$ cat src/rtl/core/sss_pkg.sv
// shared constants, register indexes and control types of the stepped stimulus sequencer
package sss_pkg;

    localparam int ADC_BITS   = 12;
    localparam int MAX_STEPS  = 8;
    localparam int STEP_W     = 3;
    localparam int CNT_W      = 16;
    localparam int SUM_W      = 28;
    localparam int TICK_W     = 24;
    localparam int SCALE_W    = 16;
    localparam int COUNT_W    = 4;
    localparam int CMD_W      = 16;
    localparam int DRIVE_W    = 17;
    localparam int FORCE_W    = 21;
    localparam int MAG_W      = ADC_BITS + 8;
    localparam int CFG_IDX_W  = 3;
    localparam int CFG_DATA_W = 64;
    localparam int S_TDATA_W  = 16;
    localparam int M_TDATA_W  = 40;

    localparam logic [FORCE_W-1:0] FORCE_LIMIT = 21'd1048320;

    localparam logic [CFG_IDX_W-1:0] REG_BACKWARD_MODE = 3'd0;
    localparam logic [CFG_IDX_W-1:0] REG_CALIB_SAMPLES = 3'd1;
    localparam logic [CFG_IDX_W-1:0] REG_DWELL_TICKS   = 3'd2;
    localparam logic [CFG_IDX_W-1:0] REG_LEVER_SCALE   = 3'd3;
    localparam logic [CFG_IDX_W-1:0] REG_COMMAND_COUNT = 3'd4;
    localparam logic [CFG_IDX_W-1:0] REG_COMMANDS_LOW  = 3'd5;
    localparam logic [CFG_IDX_W-1:0] REG_COMMANDS_HIGH = 3'd6;

    localparam logic [CNT_W-1:0]   CALIB_SAMPLES_RST = 16'd500;
    localparam logic [TICK_W-1:0]  DWELL_TICKS_RST   = 24'd1500;
    localparam logic [SCALE_W-1:0] LEVER_SCALE_RST   = 16'd256;
    localparam logic [COUNT_W-1:0] COMMAND_COUNT_RST = 4'd8;

    localparam logic ACTION_SAMPLE = 1'b0;
    localparam logic ACTION_TICK   = 1'b1;

    typedef struct packed {
        logic load_item;
        logic store_latest;
        logic accumulate;
        logic cal_div_start;
        logic cal_commit;
        logic force_div_start;
        logic tick_advance;
        logic tick_finish;
        logic tick_inc;
        logic out_load;
    } ctrl_cmd_t;

    typedef struct packed {
        logic item_tick;
        logic calibrated;
        logic calib_last;
        logic div_done;
        logic out_free;
    } dp_status_t;

endpackage

$ cat src/rtl/core/sss_div.sv
// iterative restoring divider, one quotient bit per cycle
module sss_div (
    input  logic                         aclk,
    input  logic                         aresetn,
    input  logic                         start,
    input  logic [sss_pkg::SUM_W-1:0]    dividend,
    input  logic [sss_pkg::SCALE_W-1:0]  divisor,
    output logic                         done,
    output logic [sss_pkg::SUM_W-1:0]    quotient
);

    localparam int N     = sss_pkg::SUM_W;
    localparam int D     = sss_pkg::SCALE_W;
    localparam int STEPS = N;
    localparam int CW    = $clog2(STEPS);

    logic [N-1:0]  quo_reg, quo_next;
    logic [D-1:0]  rem_reg, rem_next;
    logic [D-1:0]  dsr_reg;
    logic [CW-1:0] cnt_reg, cnt_next;
    logic          busy_reg, busy_next;
    logic          done_reg, done_next;
    logic [D:0]    rem_shift;
    logic [D:0]    rem_sub;
    logic          ge;

    assign rem_shift = {rem_reg, quo_reg[N-1]};
    assign ge        = rem_shift >= {1'b0, dsr_reg};
    assign rem_sub   = rem_shift - {1'b0, dsr_reg};

    always_comb begin
        quo_next  = quo_reg;
        rem_next  = rem_reg;
        cnt_next  = cnt_reg;
        busy_next = busy_reg;
        done_next = 1'b0;
        if (start) begin
            quo_next  = dividend;
            rem_next  = '0;
            cnt_next  = '0;
            busy_next = 1'b1;
        end else if (busy_reg) begin
            quo_next = {quo_reg[N-2:0], ge};
            rem_next = ge ? rem_sub[D-1:0] : rem_shift[D-1:0];
            cnt_next = cnt_reg + CW'(1);
            if (cnt_reg == CW'(STEPS - 1)) begin
                busy_next = 1'b0;
                done_next = 1'b1;
            end
        end
    end

    always_ff @(posedge aclk) begin
        if (!aresetn) begin
            busy_reg <= 1'b0;
            done_reg <= 1'b0;
            cnt_reg  <= '0;
        end else begin
            busy_reg <= busy_next;
            done_reg <= done_next;
            cnt_reg  <= cnt_next;
        end
    end

    always_ff @(posedge aclk) begin
        quo_reg <= quo_next;
        rem_reg <= rem_next;
        if (start) begin
            dsr_reg <= divisor;
        end
    end

    assign done     = done_reg;
    assign quotient = quo_reg;

endmodule

$ cat src/rtl/core/sss_datapath.sv
// configuration registers, calibration and sequence state, force scaling and result register
module sss_datapath (
    input  logic                            aclk,
    input  logic                            aresetn,
    input  logic                            cfg_wr_en,
    input  logic [sss_pkg::CFG_IDX_W-1:0]   cfg_index,
    input  logic [sss_pkg::CFG_DATA_W-1:0]  cfg_wr_data,
    input  logic                            in_action,
    input  logic [sss_pkg::ADC_BITS-1:0]    in_sample,
    input  sss_pkg::ctrl_cmd_t              cmd,
    output sss_pkg::dp_status_t             status,
    output logic                            m_tvalid,
    input  logic                            m_tready,
    output logic [sss_pkg::M_TDATA_W-1:0]   m_tdata
);

    localparam int A = sss_pkg::ADC_BITS;
    localparam int S = sss_pkg::STEP_W;

    logic                          backward_mode_reg;
    logic [sss_pkg::CNT_W-1:0]     calib_samples_reg;
    logic [sss_pkg::TICK_W-1:0]    dwell_ticks_reg;
    logic [sss_pkg::SCALE_W-1:0]   lever_scale_reg;
    logic [sss_pkg::COUNT_W-1:0]   command_count_reg;
    logic [sss_pkg::CFG_DATA_W-1:0] commands_low_reg;
    logic [sss_pkg::CFG_DATA_W-1:0] commands_high_reg;

    logic                          item_action_reg;
    logic [A-1:0]                  item_sample_reg;

    logic                          calibrated_reg;
    logic [sss_pkg::CNT_W-1:0]     calib_count_reg;
    logic [sss_pkg::SUM_W-1:0]     calib_sum_reg;
    logic [A-1:0]                  zero_offset_reg;
    logic [A-1:0]                  latest_sample_reg;
    logic [S-1:0]                  step_index_reg;
    logic [sss_pkg::TICK_W-1:0]    tick_count_reg;
    logic                          hold_elapsed_reg;
    logic                          sequence_done_reg;

    logic                          out_valid_reg;
    logic [sss_pkg::M_TDATA_W-1:0] out_data_reg;

    logic [sss_pkg::COUNT_W-1:0]   cc_m1;
    logic [S-1:0]                  last_idx;
    logic [S-1:0]                  step_inc;
    logic [S-1:0]                  read_idx;
    logic [2*sss_pkg::CFG_DATA_W-1:0] cmd_table;
    logic [sss_pkg::CMD_W-1:0]     entry;
    logic signed [sss_pkg::DRIVE_W-1:0] drive_cmd;
    logic [A:0]                    diff;
    logic [A-1:0]                  mag;
    logic [sss_pkg::FORCE_W-1:0]   force_mag;
    logic [sss_pkg::FORCE_W-1:0]   force_val;
    logic [sss_pkg::TICK_W-1:0]    tick_upd;
    logic [sss_pkg::SUM_W-1:0]     div_dividend;
    logic [sss_pkg::SCALE_W-1:0]   div_divisor;
    logic                          div_done;
    logic [sss_pkg::SUM_W-1:0]     div_quotient;

    sss_div u_div (
        .aclk     (aclk),
        .aresetn  (aresetn),
        .start    (cmd.cal_div_start | cmd.force_div_start),
        .dividend (div_dividend),
        .divisor  (div_divisor),
        .done     (div_done),
        .quotient (div_quotient)
    );

    // entries in use, clamped to one .. MAX_STEPS
    always_comb begin
        cc_m1 = command_count_reg - sss_pkg::COUNT_W'(1);
        if (command_count_reg == '0) begin
            last_idx = '0;
        end else if (command_count_reg >= sss_pkg::COUNT_W'(sss_pkg::MAX_STEPS)) begin
            last_idx = S'(sss_pkg::MAX_STEPS - 1);
        end else begin
            last_idx = cc_m1[S-1:0];
        end
    end

    assign step_inc  = step_index_reg + S'(1);
    assign read_idx  = (step_index_reg > last_idx) ? last_idx : step_index_reg;
    assign cmd_table = {commands_high_reg, commands_low_reg};
    assign entry     = cmd_table[{read_idx, 4'b0000} +: sss_pkg::CMD_W];

    always_comb begin
        drive_cmd = sss_pkg::DRIVE_W'($signed(entry));
        if (backward_mode_reg) begin
            drive_cmd = -drive_cmd;
        end
    end

    assign diff = {1'b0, latest_sample_reg} - {1'b0, zero_offset_reg};
    assign mag  = diff[A] ? (~diff[A-1:0] + A'(1)) : diff[A-1:0];

    assign div_dividend = cmd.cal_div_start ? calib_sum_reg
                        : sss_pkg::SUM_W'({mag, 8'h00});
    assign div_divisor  = cmd.cal_div_start ? calib_count_reg : lever_scale_reg;

    always_comb begin
        if (lever_scale_reg == '0) begin
            force_mag = sss_pkg::FORCE_LIMIT;
        end else begin
            force_mag = {1'b0, div_quotient[sss_pkg::FORCE_W-2:0]};
        end
        if (diff == '0) begin
            force_val = '0;
        end else if (diff[A]) begin
            force_val = -force_mag;
        end else begin
            force_val = force_mag;
        end
    end

    assign tick_upd = cmd.tick_inc ? tick_count_reg + sss_pkg::TICK_W'(1) : tick_count_reg;

    always_ff @(posedge aclk) begin
        if (!aresetn) begin
            backward_mode_reg <= 1'b0;
            calib_samples_reg <= sss_pkg::CALIB_SAMPLES_RST;
            dwell_ticks_reg   <= sss_pkg::DWELL_TICKS_RST;
            lever_scale_reg   <= sss_pkg::LEVER_SCALE_RST;
            command_count_reg <= sss_pkg::COMMAND_COUNT_RST;
            commands_low_reg  <= '0;
            commands_high_reg <= '0;
        end else if (cfg_wr_en) begin
            unique case (cfg_index)
                sss_pkg::REG_BACKWARD_MODE: backward_mode_reg <= cfg_wr_data[0];
                sss_pkg::REG_CALIB_SAMPLES: calib_samples_reg <= cfg_wr_data[sss_pkg::CNT_W-1:0];
                sss_pkg::REG_DWELL_TICKS:   dwell_ticks_reg   <= cfg_wr_data[sss_pkg::TICK_W-1:0];
                sss_pkg::REG_LEVER_SCALE:   lever_scale_reg   <= cfg_wr_data[sss_pkg::SCALE_W-1:0];
                sss_pkg::REG_COMMAND_COUNT: command_count_reg <= cfg_wr_data[sss_pkg::COUNT_W-1:0];
                sss_pkg::REG_COMMANDS_LOW:  commands_low_reg  <= cfg_wr_data;
                sss_pkg::REG_COMMANDS_HIGH: commands_high_reg <= cfg_wr_data;
                default: ;
            endcase
        end
    end

    always_ff @(posedge aclk) begin
        if (cmd.load_item) begin
            item_action_reg <= in_action;
            item_sample_reg <= in_sample;
        end
    end

    always_ff @(posedge aclk) begin
        if (!aresetn) begin
            calibrated_reg    <= 1'b0;
            calib_count_reg   <= sss_pkg::CNT_W'(1);
            calib_sum_reg     <= '0;
            zero_offset_reg   <= '0;
            latest_sample_reg <= '0;
            step_index_reg    <= '0;
            tick_count_reg    <= '0;
            hold_elapsed_reg  <= 1'b0;
            sequence_done_reg <= 1'b0;
        end else begin
            if (cmd.store_latest) begin
                latest_sample_reg <= item_sample_reg;
            end
            if (cmd.accumulate) begin
                calib_sum_reg <= calib_sum_reg + sss_pkg::SUM_W'(item_sample_reg);
                // count stays put on the final sample, it becomes the divisor
                if (!status.calib_last) begin
                    calib_count_reg <= calib_count_reg + sss_pkg::CNT_W'(1);
                end
            end
            if (cmd.cal_commit) begin
                zero_offset_reg <= div_quotient[A-1:0];
                calibrated_reg  <= 1'b1;
            end
            if (cmd.tick_advance && !sequence_done_reg && hold_elapsed_reg) begin
                hold_elapsed_reg <= 1'b0;
                if (step_inc == '0 || step_inc > last_idx) begin
                    step_index_reg    <= last_idx;
                    sequence_done_reg <= 1'b1;
                end else begin
                    step_index_reg <= step_inc;
                end
            end
            if (cmd.tick_finish) begin
                if (tick_upd >= dwell_ticks_reg) begin
                    hold_elapsed_reg <= 1'b1;
                    tick_count_reg   <= '0;
                end else begin
                    tick_count_reg <= tick_upd;
                end
            end
        end
    end

    always_ff @(posedge aclk) begin
        if (!aresetn) begin
            out_valid_reg <= 1'b0;
        end else if (cmd.out_load) begin
            out_valid_reg <= 1'b1;
        end else if (m_tready) begin
            out_valid_reg <= 1'b0;
        end
    end

    always_ff @(posedge aclk) begin
        if (cmd.out_load) begin
            out_data_reg <= {sequence_done_reg, hold_elapsed_reg, force_val, drive_cmd};
        end
    end

    assign status.item_tick  = (item_action_reg == sss_pkg::ACTION_TICK);
    assign status.calibrated = calibrated_reg;
    assign status.calib_last = (calib_count_reg >= calib_samples_reg);
    assign status.div_done   = div_done;
    assign status.out_free   = !out_valid_reg || m_tready;

    assign m_tvalid = out_valid_reg;
    assign m_tdata  = out_data_reg;

endmodule

$ cat src/rtl/core/sss_ctrl.sv
// controller state machine that sequences each transaction through the datapath
module sss_ctrl (
    input  logic                 aclk,
    input  logic                 aresetn,
    input  logic                 s_tvalid,
    output logic                 s_tready,
    input  sss_pkg::dp_status_t  status,
    output sss_pkg::ctrl_cmd_t   cmd
);

    localparam logic [2:0] ST_IDLE       = 3'd0;
    localparam logic [2:0] ST_DISPATCH   = 3'd1;
    localparam logic [2:0] ST_CAL_START  = 3'd2;
    localparam logic [2:0] ST_CAL_WAIT   = 3'd3;
    localparam logic [2:0] ST_FORCE_WAIT = 3'd4;
    localparam logic [2:0] ST_OUT        = 3'd5;
    localparam logic [2:0] ST_TICK_END   = 3'd6;

    logic [2:0] state_reg, state_next;

    always_comb begin
        state_next = state_reg;
        cmd        = '0;
        s_tready   = 1'b0;
        unique case (state_reg)
            ST_IDLE: begin
                s_tready = 1'b1;
                if (s_tvalid) begin
                    cmd.load_item = 1'b1;
                    state_next    = ST_DISPATCH;
                end
            end
            ST_DISPATCH: begin
                if (!status.item_tick) begin
                    if (status.calibrated) begin
                        cmd.store_latest = 1'b1;
                        state_next       = ST_IDLE;
                    end else begin
                        cmd.accumulate = 1'b1;
                        state_next     = status.calib_last ? ST_CAL_START : ST_IDLE;
                    end
                end else begin
                    cmd.tick_advance = 1'b1;
                    if (status.calibrated) begin
                        cmd.force_div_start = 1'b1;
                        state_next          = ST_FORCE_WAIT;
                    end else begin
                        state_next = ST_TICK_END;
                    end
                end
            end
            ST_CAL_START: begin
                cmd.cal_div_start = 1'b1;
                state_next        = ST_CAL_WAIT;
            end
            ST_CAL_WAIT: begin
                if (status.div_done) begin
                    cmd.cal_commit = 1'b1;
                    state_next     = ST_IDLE;
                end
            end
            ST_FORCE_WAIT: begin
                if (status.div_done) begin
                    state_next = ST_OUT;
                end
            end
            ST_OUT: begin
                if (status.out_free) begin
                    cmd.out_load    = 1'b1;
                    cmd.tick_finish = 1'b1;
                    cmd.tick_inc    = 1'b1;
                    state_next      = ST_IDLE;
                end
            end
            ST_TICK_END: begin
                cmd.tick_finish = 1'b1;
                state_next      = ST_IDLE;
            end
            default: begin
                state_next = ST_IDLE;
            end
        endcase
    end

    always_ff @(posedge aclk) begin
        if (!aresetn) begin
            state_reg <= ST_IDLE;
        end else begin
            state_reg <= state_next;
        end
    end

endmodule

$ cat src/rtl/core/stepped_stimulus_sequencer_core.sv
// top level of the stepped stimulus sequencer: controller, datapath and assertions
//
//  channel  | direction | contents
//  s_       | in        | tdata: sample ; tuser: action (0 sample, 1 tick)
//  m_       | out       | tdata: drive_command, force_res, dwell_done, all_done
//  cfg_     | in        | write enable, register index, write data
//
//  a sample passes through dispatch only; the calibrating sample then waits on the 28-step divider
//  a tick passes through dispatch and tick end before calibration, and after it waits on the shared divider
//  one transaction at a time; the next is taken as soon as the result sits in the output register
//  a stalled m_ side holds the block only when a new result finds the output register still full
//  reset is synchronous and active low and needs no clearing pass
module stepped_stimulus_sequencer_core (
    input  logic                            aclk,
    input  logic                            aresetn,
    input  logic                            s_tvalid,
    output logic                            s_tready,
    input  logic [sss_pkg::S_TDATA_W-1:0]   s_tdata,   // sample
    input  logic [0:0]                      s_tuser,   // action
    output logic                            m_tvalid,
    input  logic                            m_tready,
    output logic [sss_pkg::M_TDATA_W-1:0]   m_tdata,   // drive_command, force_res, dwell_done, all_done
    input  logic                            cfg_wr_en,
    input  logic [sss_pkg::CFG_IDX_W-1:0]   cfg_index,
    input  logic [sss_pkg::CFG_DATA_W-1:0]  cfg_wr_data
);

    sss_pkg::ctrl_cmd_t  ctrl_cmd;
    sss_pkg::dp_status_t dp_status;

    sss_ctrl u_ctrl (
        .aclk     (aclk),
        .aresetn  (aresetn),
        .s_tvalid (s_tvalid),
        .s_tready (s_tready),
        .status   (dp_status),
        .cmd      (ctrl_cmd)
    );

    sss_datapath u_datapath (
        .aclk        (aclk),
        .aresetn     (aresetn),
        .cfg_wr_en   (cfg_wr_en),
        .cfg_index   (cfg_index),
        .cfg_wr_data (cfg_wr_data),
        .in_action   (s_tuser[0]),
        .in_sample   (s_tdata[sss_pkg::ADC_BITS-1:0]),
        .cmd         (ctrl_cmd),
        .status      (dp_status),
        .m_tvalid    (m_tvalid),
        .m_tready    (m_tready),
        .m_tdata     (m_tdata)
    );

`ifndef SYNTHESIS
    a_no_overwrite: assert property (@(posedge aclk) disable iff (!aresetn)
        ctrl_cmd.out_load |-> (!m_tvalid || m_tready))
        else $error("result register overwritten while still held");

    a_one_in_flight: assert property (@(posedge aclk) disable iff (!aresetn)
        (s_tvalid && s_tready) |=> !s_tready)
        else $error("second transaction taken while one is in work");

    a_result_needs_cal: assert property (@(posedge aclk) disable iff (!aresetn)
        ctrl_cmd.out_load |-> dp_status.calibrated)
        else $error("result formed before calibration");
`endif

endmodule
$ cat config.mk
export PLATFORM = sky130hd
export DESIGN_NAME = stepped_stimulus_sequencer_core
export DESIGN_NICKNAME = d
export VERILOG_FILES = /design/src/rtl/core/sss_pkg.sv /design/src/rtl/core/sss_div.sv /design/src/rtl/core/sss_datapath.sv /design/src/rtl/core/sss_ctrl.sv /design/src/rtl/core/stepped_stimulus_sequencer_core.sv
export SDC_FILE = /design/constraint.sdc
export NUM_CORES = 1
export LEC_CHECK = 0
export BUFFER_PORTS_ARGS = -buffer_cell sky130_fd_sc_hd__buf_4
export CAP_MARGIN = 0
export CORE_MARGIN = 10
export CORE_UTILIZATION = 25
export CTS_CLUSTER_DIAMETER = 100
export CTS_CLUSTER_SIZE = 8
export DETAILED_ROUTE_END_ITERATION = 10
export MAX_ROUTING_LAYER = met4
export SYNTH_ARGS = -nofsm -noshare
export SYNTH_HDL_FRONTEND = slang
export SYNTH_SLANG_ARGS = --single-unit
$ cat constraint.sdc
create_clock -name aclk -period 7.36 [get_ports aclk]
set_input_delay 0.368 -clock aclk [delete_from_list [all_inputs] [get_ports aclk]]
set_output_delay 0.368 -clock aclk [all_outputs]
set_load 0.01 [all_outputs]
======== Word-level counts from Yosys, hierarchy flattened ========
Cells that the tools add are included.
word-level totals
  register bits ........................... 411
  output and inout port bits .............. 42
  logic and storage cells ................. 142
cells by class
  $add $sub $neg .......................... 11
  $lt $le $gt $ge ......................... 6
  equality and inequality tests ........... 17
  shift-type cells ........................ 1
  multiplexer cells ....................... 48
  bitwise operators ....................... 5
  reductions and logical operators ........ 26
operator list
  cell                   number
  $shiftx 128x8->16      1
  $mux 28                3
  $mux 24                2
  $mux 3                 11
  $mux 16                2
  $add 28x12->28         1
  $add 24x1->24 const B  1
  $ge 24x24->1           1
  $mux 21                1
  $neg 20->21            1
  $mux 20                1
  $eq 3x3->1 const B     6
  $pmux 3 s6             1
  $reduce_and 2->1       9
  $ge 17x16->1           1
  $mux 1                 17
  $mux 17                1
  $neg 16->17            1
  $add 16x1->16 const B  1
  $ge 16x16->1           1
  $logic_not 16->1       1
  $sub 16x16->16         1
  $mux 2                 7
  $logic_not 13->1       1
  26 further kinds       41

======== Logic depth before layout (Yosys ltp) ========
  word-level depth ........................ 8
  gate-level depth with buffers ........... 20

======== Hierarchy ========
A second synthesis with hierarchy kept.
second synthesis, totals
  cell total of the unflattened synthesis .. 2531
  area total of the unflattened synthesis .. 22547.9 um2
by module, submodules not included
  module        times used  cells each  area each (um2)  seq. area each (um2)
  sss_datapath  1           2157        18536.5          7357.1
  sss_div       1           334         3679.8           1781.7
  sss_ctrl      1           40          331.6            60.1

======== Worst setup path before layout ========
Ideal clock, no wire load.
  path kind ............................... flip-flop to flip-flop
  from .................................... reg u_ctrl.state_reg[2]
  to ...................................... reg u_datapath.tick_count_reg[16] in the netlist's numbering
  setup time .............................. 66 ps
  arrival time ............................ 5333 ps
  data required time ...................... 7294 ps
  slack ................................... 1961 ps
  cell stages (with the launch flop) ...... 20
  buffers on the path ..................... 3
  path through ............................ dfxtp_1 > clkbuf_1 > nand3b_1 > nor2_1 > and4_1 > and3_1 > and4_1 > clkbuf_1 > nand2_1 > xnor2_1 > ha_1 > a21o_1 > a21o_1 > a21oi_1 > o21ai_0 > a21o_1 > nand2_1 > clkbuf_1 > nand2_1 > nor2b_1
on the way
  cells in the longest elaborated chain, start to end .. 5
  elaborated cells on any way between the ends .. 7
RTL lines
  item                      RTL line             text
  start: declaration        sss_ctrl.sv:19       logic [2:0] state_reg, state_next;
  start signal: assignment  sss_ctrl.sv:89       state_reg <= state_next;
  $eq 3x3->1                sss_ctrl.sv:25       unique case (state_reg)
  $mux 2                    sss_ctrl.sv:25
  $mux 24                   sss_datapath.sv:117  assign tick_upd = cmd.tick_inc ? tick_count_reg + sss_pkg::TICK_W'(1) : tick_count_reg;
  $ge 24x24->1              sss_datapath.sv:185  if (tick_upd >= dwell_ticks_reg) begin
  $mux 24                   sss_datapath.sv:185
  end signal: assignment    sss_datapath.sv:189  tick_count_reg <= tick_upd;
  end: declaration          sss_datapath.sv:37   logic [sss_pkg::TICK_W-1:0] tick_count_reg;
Several ways; a longest one is shown, not always the timed one.
A chain may end at the register's enable or synchronous reset.

======== Worst setup path in the final report ========
  from .................................... reg u_datapath.command_count_reg[0] in the netlist's numbering
  to ...................................... reg u_datapath.out_data_reg, in the netlist u_datapath.m_tdata[14], data pin
on the way
  cells in the longest elaborated chain, start to end .. 8
  elaborated cells on any way between the ends .. 10
RTL lines
  item                                              RTL line                                text
  start: declaration                                sss_datapath.sv:24                      logic [sss_pkg::COUNT_W-1:0] command_count_reg;
  start signal: assignment                          sss_datapath.sv:125                     command_count_reg <= sss_pkg::COMMAND_COUNT_RST;
  start signal: assignment                          sss_datapath.sv:134                     sss_pkg::REG_COMMAND_COUNT: command_count_reg <= cfg_wr_data[sss_pkg::COUNT_W-1:0];
  $ge 4x4->1 / $sub 3x1->3 (equally long branches)  sss_datapath.sv:76, sss_datapath.sv:73
  $mux 3                                            sss_datapath.sv:76                      end else if (command_count_reg >= sss_pkg::COUNT_W'(sss_pkg::MAX_STEPS)) begin
  $mux 3 *                                          sss_datapath.sv:74                      if (command_count_reg == '0) begin
  $gt 3x3->1                                        sss_datapath.sv:84                      assign read_idx = (step_index_reg > last_idx) ? last_idx : step_index_reg;
  $mux 3 *                                          sss_datapath.sv:84
  $shiftx 128x8->16 *                               sss_datapath.sv:86                      assign entry = cmd_table[{read_idx, 4'b0000} +: sss_pkg::CMD_W];
  $neg 16->17                                       sss_datapath.sv:91                      drive_cmd = -drive_cmd;
  $mux 17 *                                         sss_datapath.sv:90                      if (backward_mode_reg) begin
  via u_datapath.drive_cmd (one bit)                sss_datapath.sv:50                      logic signed [sss_pkg::DRIVE_W-1:0] drive_cmd;
  end signal: assignment                            sss_datapath.sv:207                     out_data_reg <= {sequence_done_reg, hold_elapsed_reg, force_val, drive_cmd};
  end: declaration                                  sss_datapath.sv:42                      logic [sss_pkg::M_TDATA_W-1:0] out_data_reg;
The timed path passes the listed nets; every way through them passes the cells marked *.

==> reports/qor.yml <==
port_buffers: 126
grt_pass1_vias: 16400
ioPinCount: 131
worst_hold_slack_ns: 0.03175
synth_cells: 2395
crit_type: "reg2reg"
cts_buffer_depth: 3
synth_seq_cells: 411
num_vias: 17070
placed_area_um2: 23330
critPathLaunchType: "register"
synth_edf_count: 97
synth_nets: 2582
ctsHtreeMaxLevel: 2
cts.sinks: 411
p_leak_nw: 9.476
via_per_inst: 4.650
cts_tree: "done"
synth_top_family_by_area: "simple AND/OR/NAND/NOR gates"
ant_nets: 0
area_growth_pct: 18.84
tns_ns: 0
grt_overflow: 0
rows: 106
slew_headroom_pct: 24.11
core_area_um2: 83820
report.final.slew_viol_count: 0
synthArstFlopShare_pct: 0
fillers: 8955
worst_pin_slew_ns: 1.137
final_area_um2: 25180
finalHoldViolCount: 0
drt-total-wl_um: 59810
power_mw: 5.896
die_h_um: 311.1
synth_ff_type: "dfxtp_1"
hpwl_um: 41980
drtPass1Iterations: 5
arrival_ns: 5.45
antenna_found_initial: 3
cp_max_fo: 23
finalCritPeriodShare_pct: 69.41
seqCellArea_um2: 9199
pwr_density_cell_nw_per_um2: 234.2
drive_above_1_share_pct: 10.93
syn_area_um2: 21190
gp_congestion: 0.8151
clk_latency_ns: 0.62
synthAdderAreaFrac_pct: 5.894
ys_warn_count: 0
drt_iter0_markers: 1066
cts_buffers: 57
cp-end-kind: "register"
synthMuxAreaShare_pct: 5.097
path_clk_slew_ns: 0.05
critPathRequiredTime_ns: 7.70
ys_types: 80
nets: 2693
post-place-ws_ns: 2.313
setup_slack_ns: 2.252
grt_pass1_wl_um: 93810
max_clock_freq_mhz: 195.8
wl_per_cell_um: 16.29
synthSimpleGateAreaFrac_pct: 20.06
die_w_um: 311.1
clockRootBuffer: "clkbuf_16"
synth-compound-area-share_pct: 16.93
fin_crit_ns: 5.108
rsz0062_at_grt: "false"
setup_violations: 0
drv_cap: 0
hp-class: "in2reg"
cts_resized: 0
yosysSeqAreaShare_pct: 43.42
synth_xor_area_share_pct: 4.506
status: "finished, final reports clean"
die-area_um2: 96790
multi_input_area_um2: 11200
grt_max_degree: 130
grtUsageTotal_pct: 12.23
initial_utilization_pct: 25.27
syn_avg_cell_area_um2: 8.846
finClkSkew_ns: 0.05630
drc: 0
ir_drop_mv: 0.2074
## critical path, stage by stage, from the launching register on
cell      delay, ns
dfxtp_1        0.35
inv_1          0.05
ha_1           0.20
nor2b_1        0.14
o21bai_1       0.34
inv_1          0.13
ha_1           0.33
nand3b_1       0.09
a32oi_2        0.43
mux2i_4        0.66
buf_4          0.45
and2_1         0.20
a32o_1         0.16
a221o_1        0.24
nand4_1        0.43
o41ai_2        0.49
xor2_1         0.11
## report_power, final
part,switching (mW),internal [mW]
clock,0.990,1.42
sequential,0.106,2.44
combinational,0.528,0.411
## cells in the final DEF (no fill, tap or decap), types with 25 or more instances in the layout
master     synthesis  final
clkbuf_1         111     25
clkbuf_16          0     57
buf_4              1    148
mux2i_1           66     65
a21oi_1           65     65
nor2b_1           30     30
xor2_1            44     44
edfxtp_1          97     97
nand3_1           46     44
nand4_1           29     29
inv_1            105    105
ha_1              95     95
and2_1            40     40
o21ai_0           88     88
and3_1            32     32
nor2_1            79     75
xnor2_1           65     65
dfxtp_1          314    314
nor3_1            40     39
a21o_1            25     25
a21boi_0         198    198
nand2_1          554    554
## cells in the mapped netlist, types with 5 or more instances
library cell | number | share of area, %
a32oi_1 | 5 | 0.21
a21oi_1 | 65 | 1.5
clkbuf_1 | 111 | 2.0
edfxtp_1 | 97 | 14
xnor2_1 | 65 | 2.7
and2_1 | 40 | 1.2
buf_2 | 6 | 0.14
and4_1 | 9 | 0.37
nand2b_1 | 12 | 0.35
o211a_1 | 5 | 0.24
nor4_1 | 17 | 0.50
o211ai_1 | 19 | 0.67
o21ai_0 | 88 | 2.1
nand3_1 | 46 | 1.1
or2_2 | 6 | 0.18
nor2b_1 | 30 | 0.89
a211oi_1 | 6 | 0.21
mux2i_1 | 66 | 3.1
or3_1 | 13 | 0.38
inv_1 | 105 | 1.9
nor2_1 | 79 | 1.4
ha_1 | 95 | 5.6
o22ai_1 | 11 | 0.32
and3_1 | 32 | 0.94
a31oi_1 | 20 | 0.59
nand4_1 | 29 | 0.86
dfxtp_1 | 314 | 30
o21a_1 | 8 | 0.28
o31ai_1 | 10 | 0.35
a22oi_1 | 17 | 0.60
nor3_1 | 40 | 0.94
a21o_1 | 25 | 0.89
mux2_2 | 24 | 1.3
nand2_1 | 554 | 9.8
a21boi_0 | 198 | 7.0
o21ai_1 | 10 | 0.24
xor2_1 | 44 | 1.8
## routing by layer
layer	routed length [µm]	GRT usage, %	share of wire, %	up-vias
li1	-	-	-	8538
met1	28470	16.42	48	8071
met2	26930	18.84	45	381
met3	3182	2.176	5.3	81
met4	1232	3.000	2.1	0
met5	0	-	0	-
## layout make-up
type,instances,area share [%]
diodes,3,0.02982
well taps,1134,5.636
flip-flops and latches,411,36.54
inverters,105,1.565
clock inverters,4,0.2385
repair buffers,173,5.412
multi-input cells,1758,44.49
clock buffers,83,6.093
## kinds of logic (layout without fill, tap and decap cells)
kind of cell             Yosys count  in the layout
buffers and inverters            226            365
AND/OR/NAND/NOR                  934            934
XOR/XNOR                         109            109
flip-flops                       411            411
adder cells (fa/ha/maj)           98             98
multiplexers                      98             98
other                              0              3
AO/OA/AOI/OAI                    519            519
## path summary, 6_finish.rpt
kind              slack [ns]                                to  cells after the start                             start
setup / recovery        2.25            u_datapath.m_tdata[14]                     16   u_datapath.command_count_reg[0]
hold / removal          0.03  u_datapath.commands_high_reg[25]                      3                   cfg_wr_data[25]
setup reg to reg        2.25            u_datapath.m_tdata[14]                     16   u_datapath.command_count_reg[0]
hold reg to reg         0.46  u_datapath.calib_samples_reg[11]                      2  u_datapath.calib_samples_reg[11]
## per-stage QoR
step,util [%],instances
final,30.04,3671
after global routing,30.04,3671
after CTS,30.03,3668
after detailed placement,27.84,3557
after global placement,27.84,3557
after floorplan,-,2395
## what timing repair did
action	CTS	global route
hold buffers	24	0
buffers inserted	0	0
hold endpoints to repair	30	0
(Power assumes the default switching activity.)
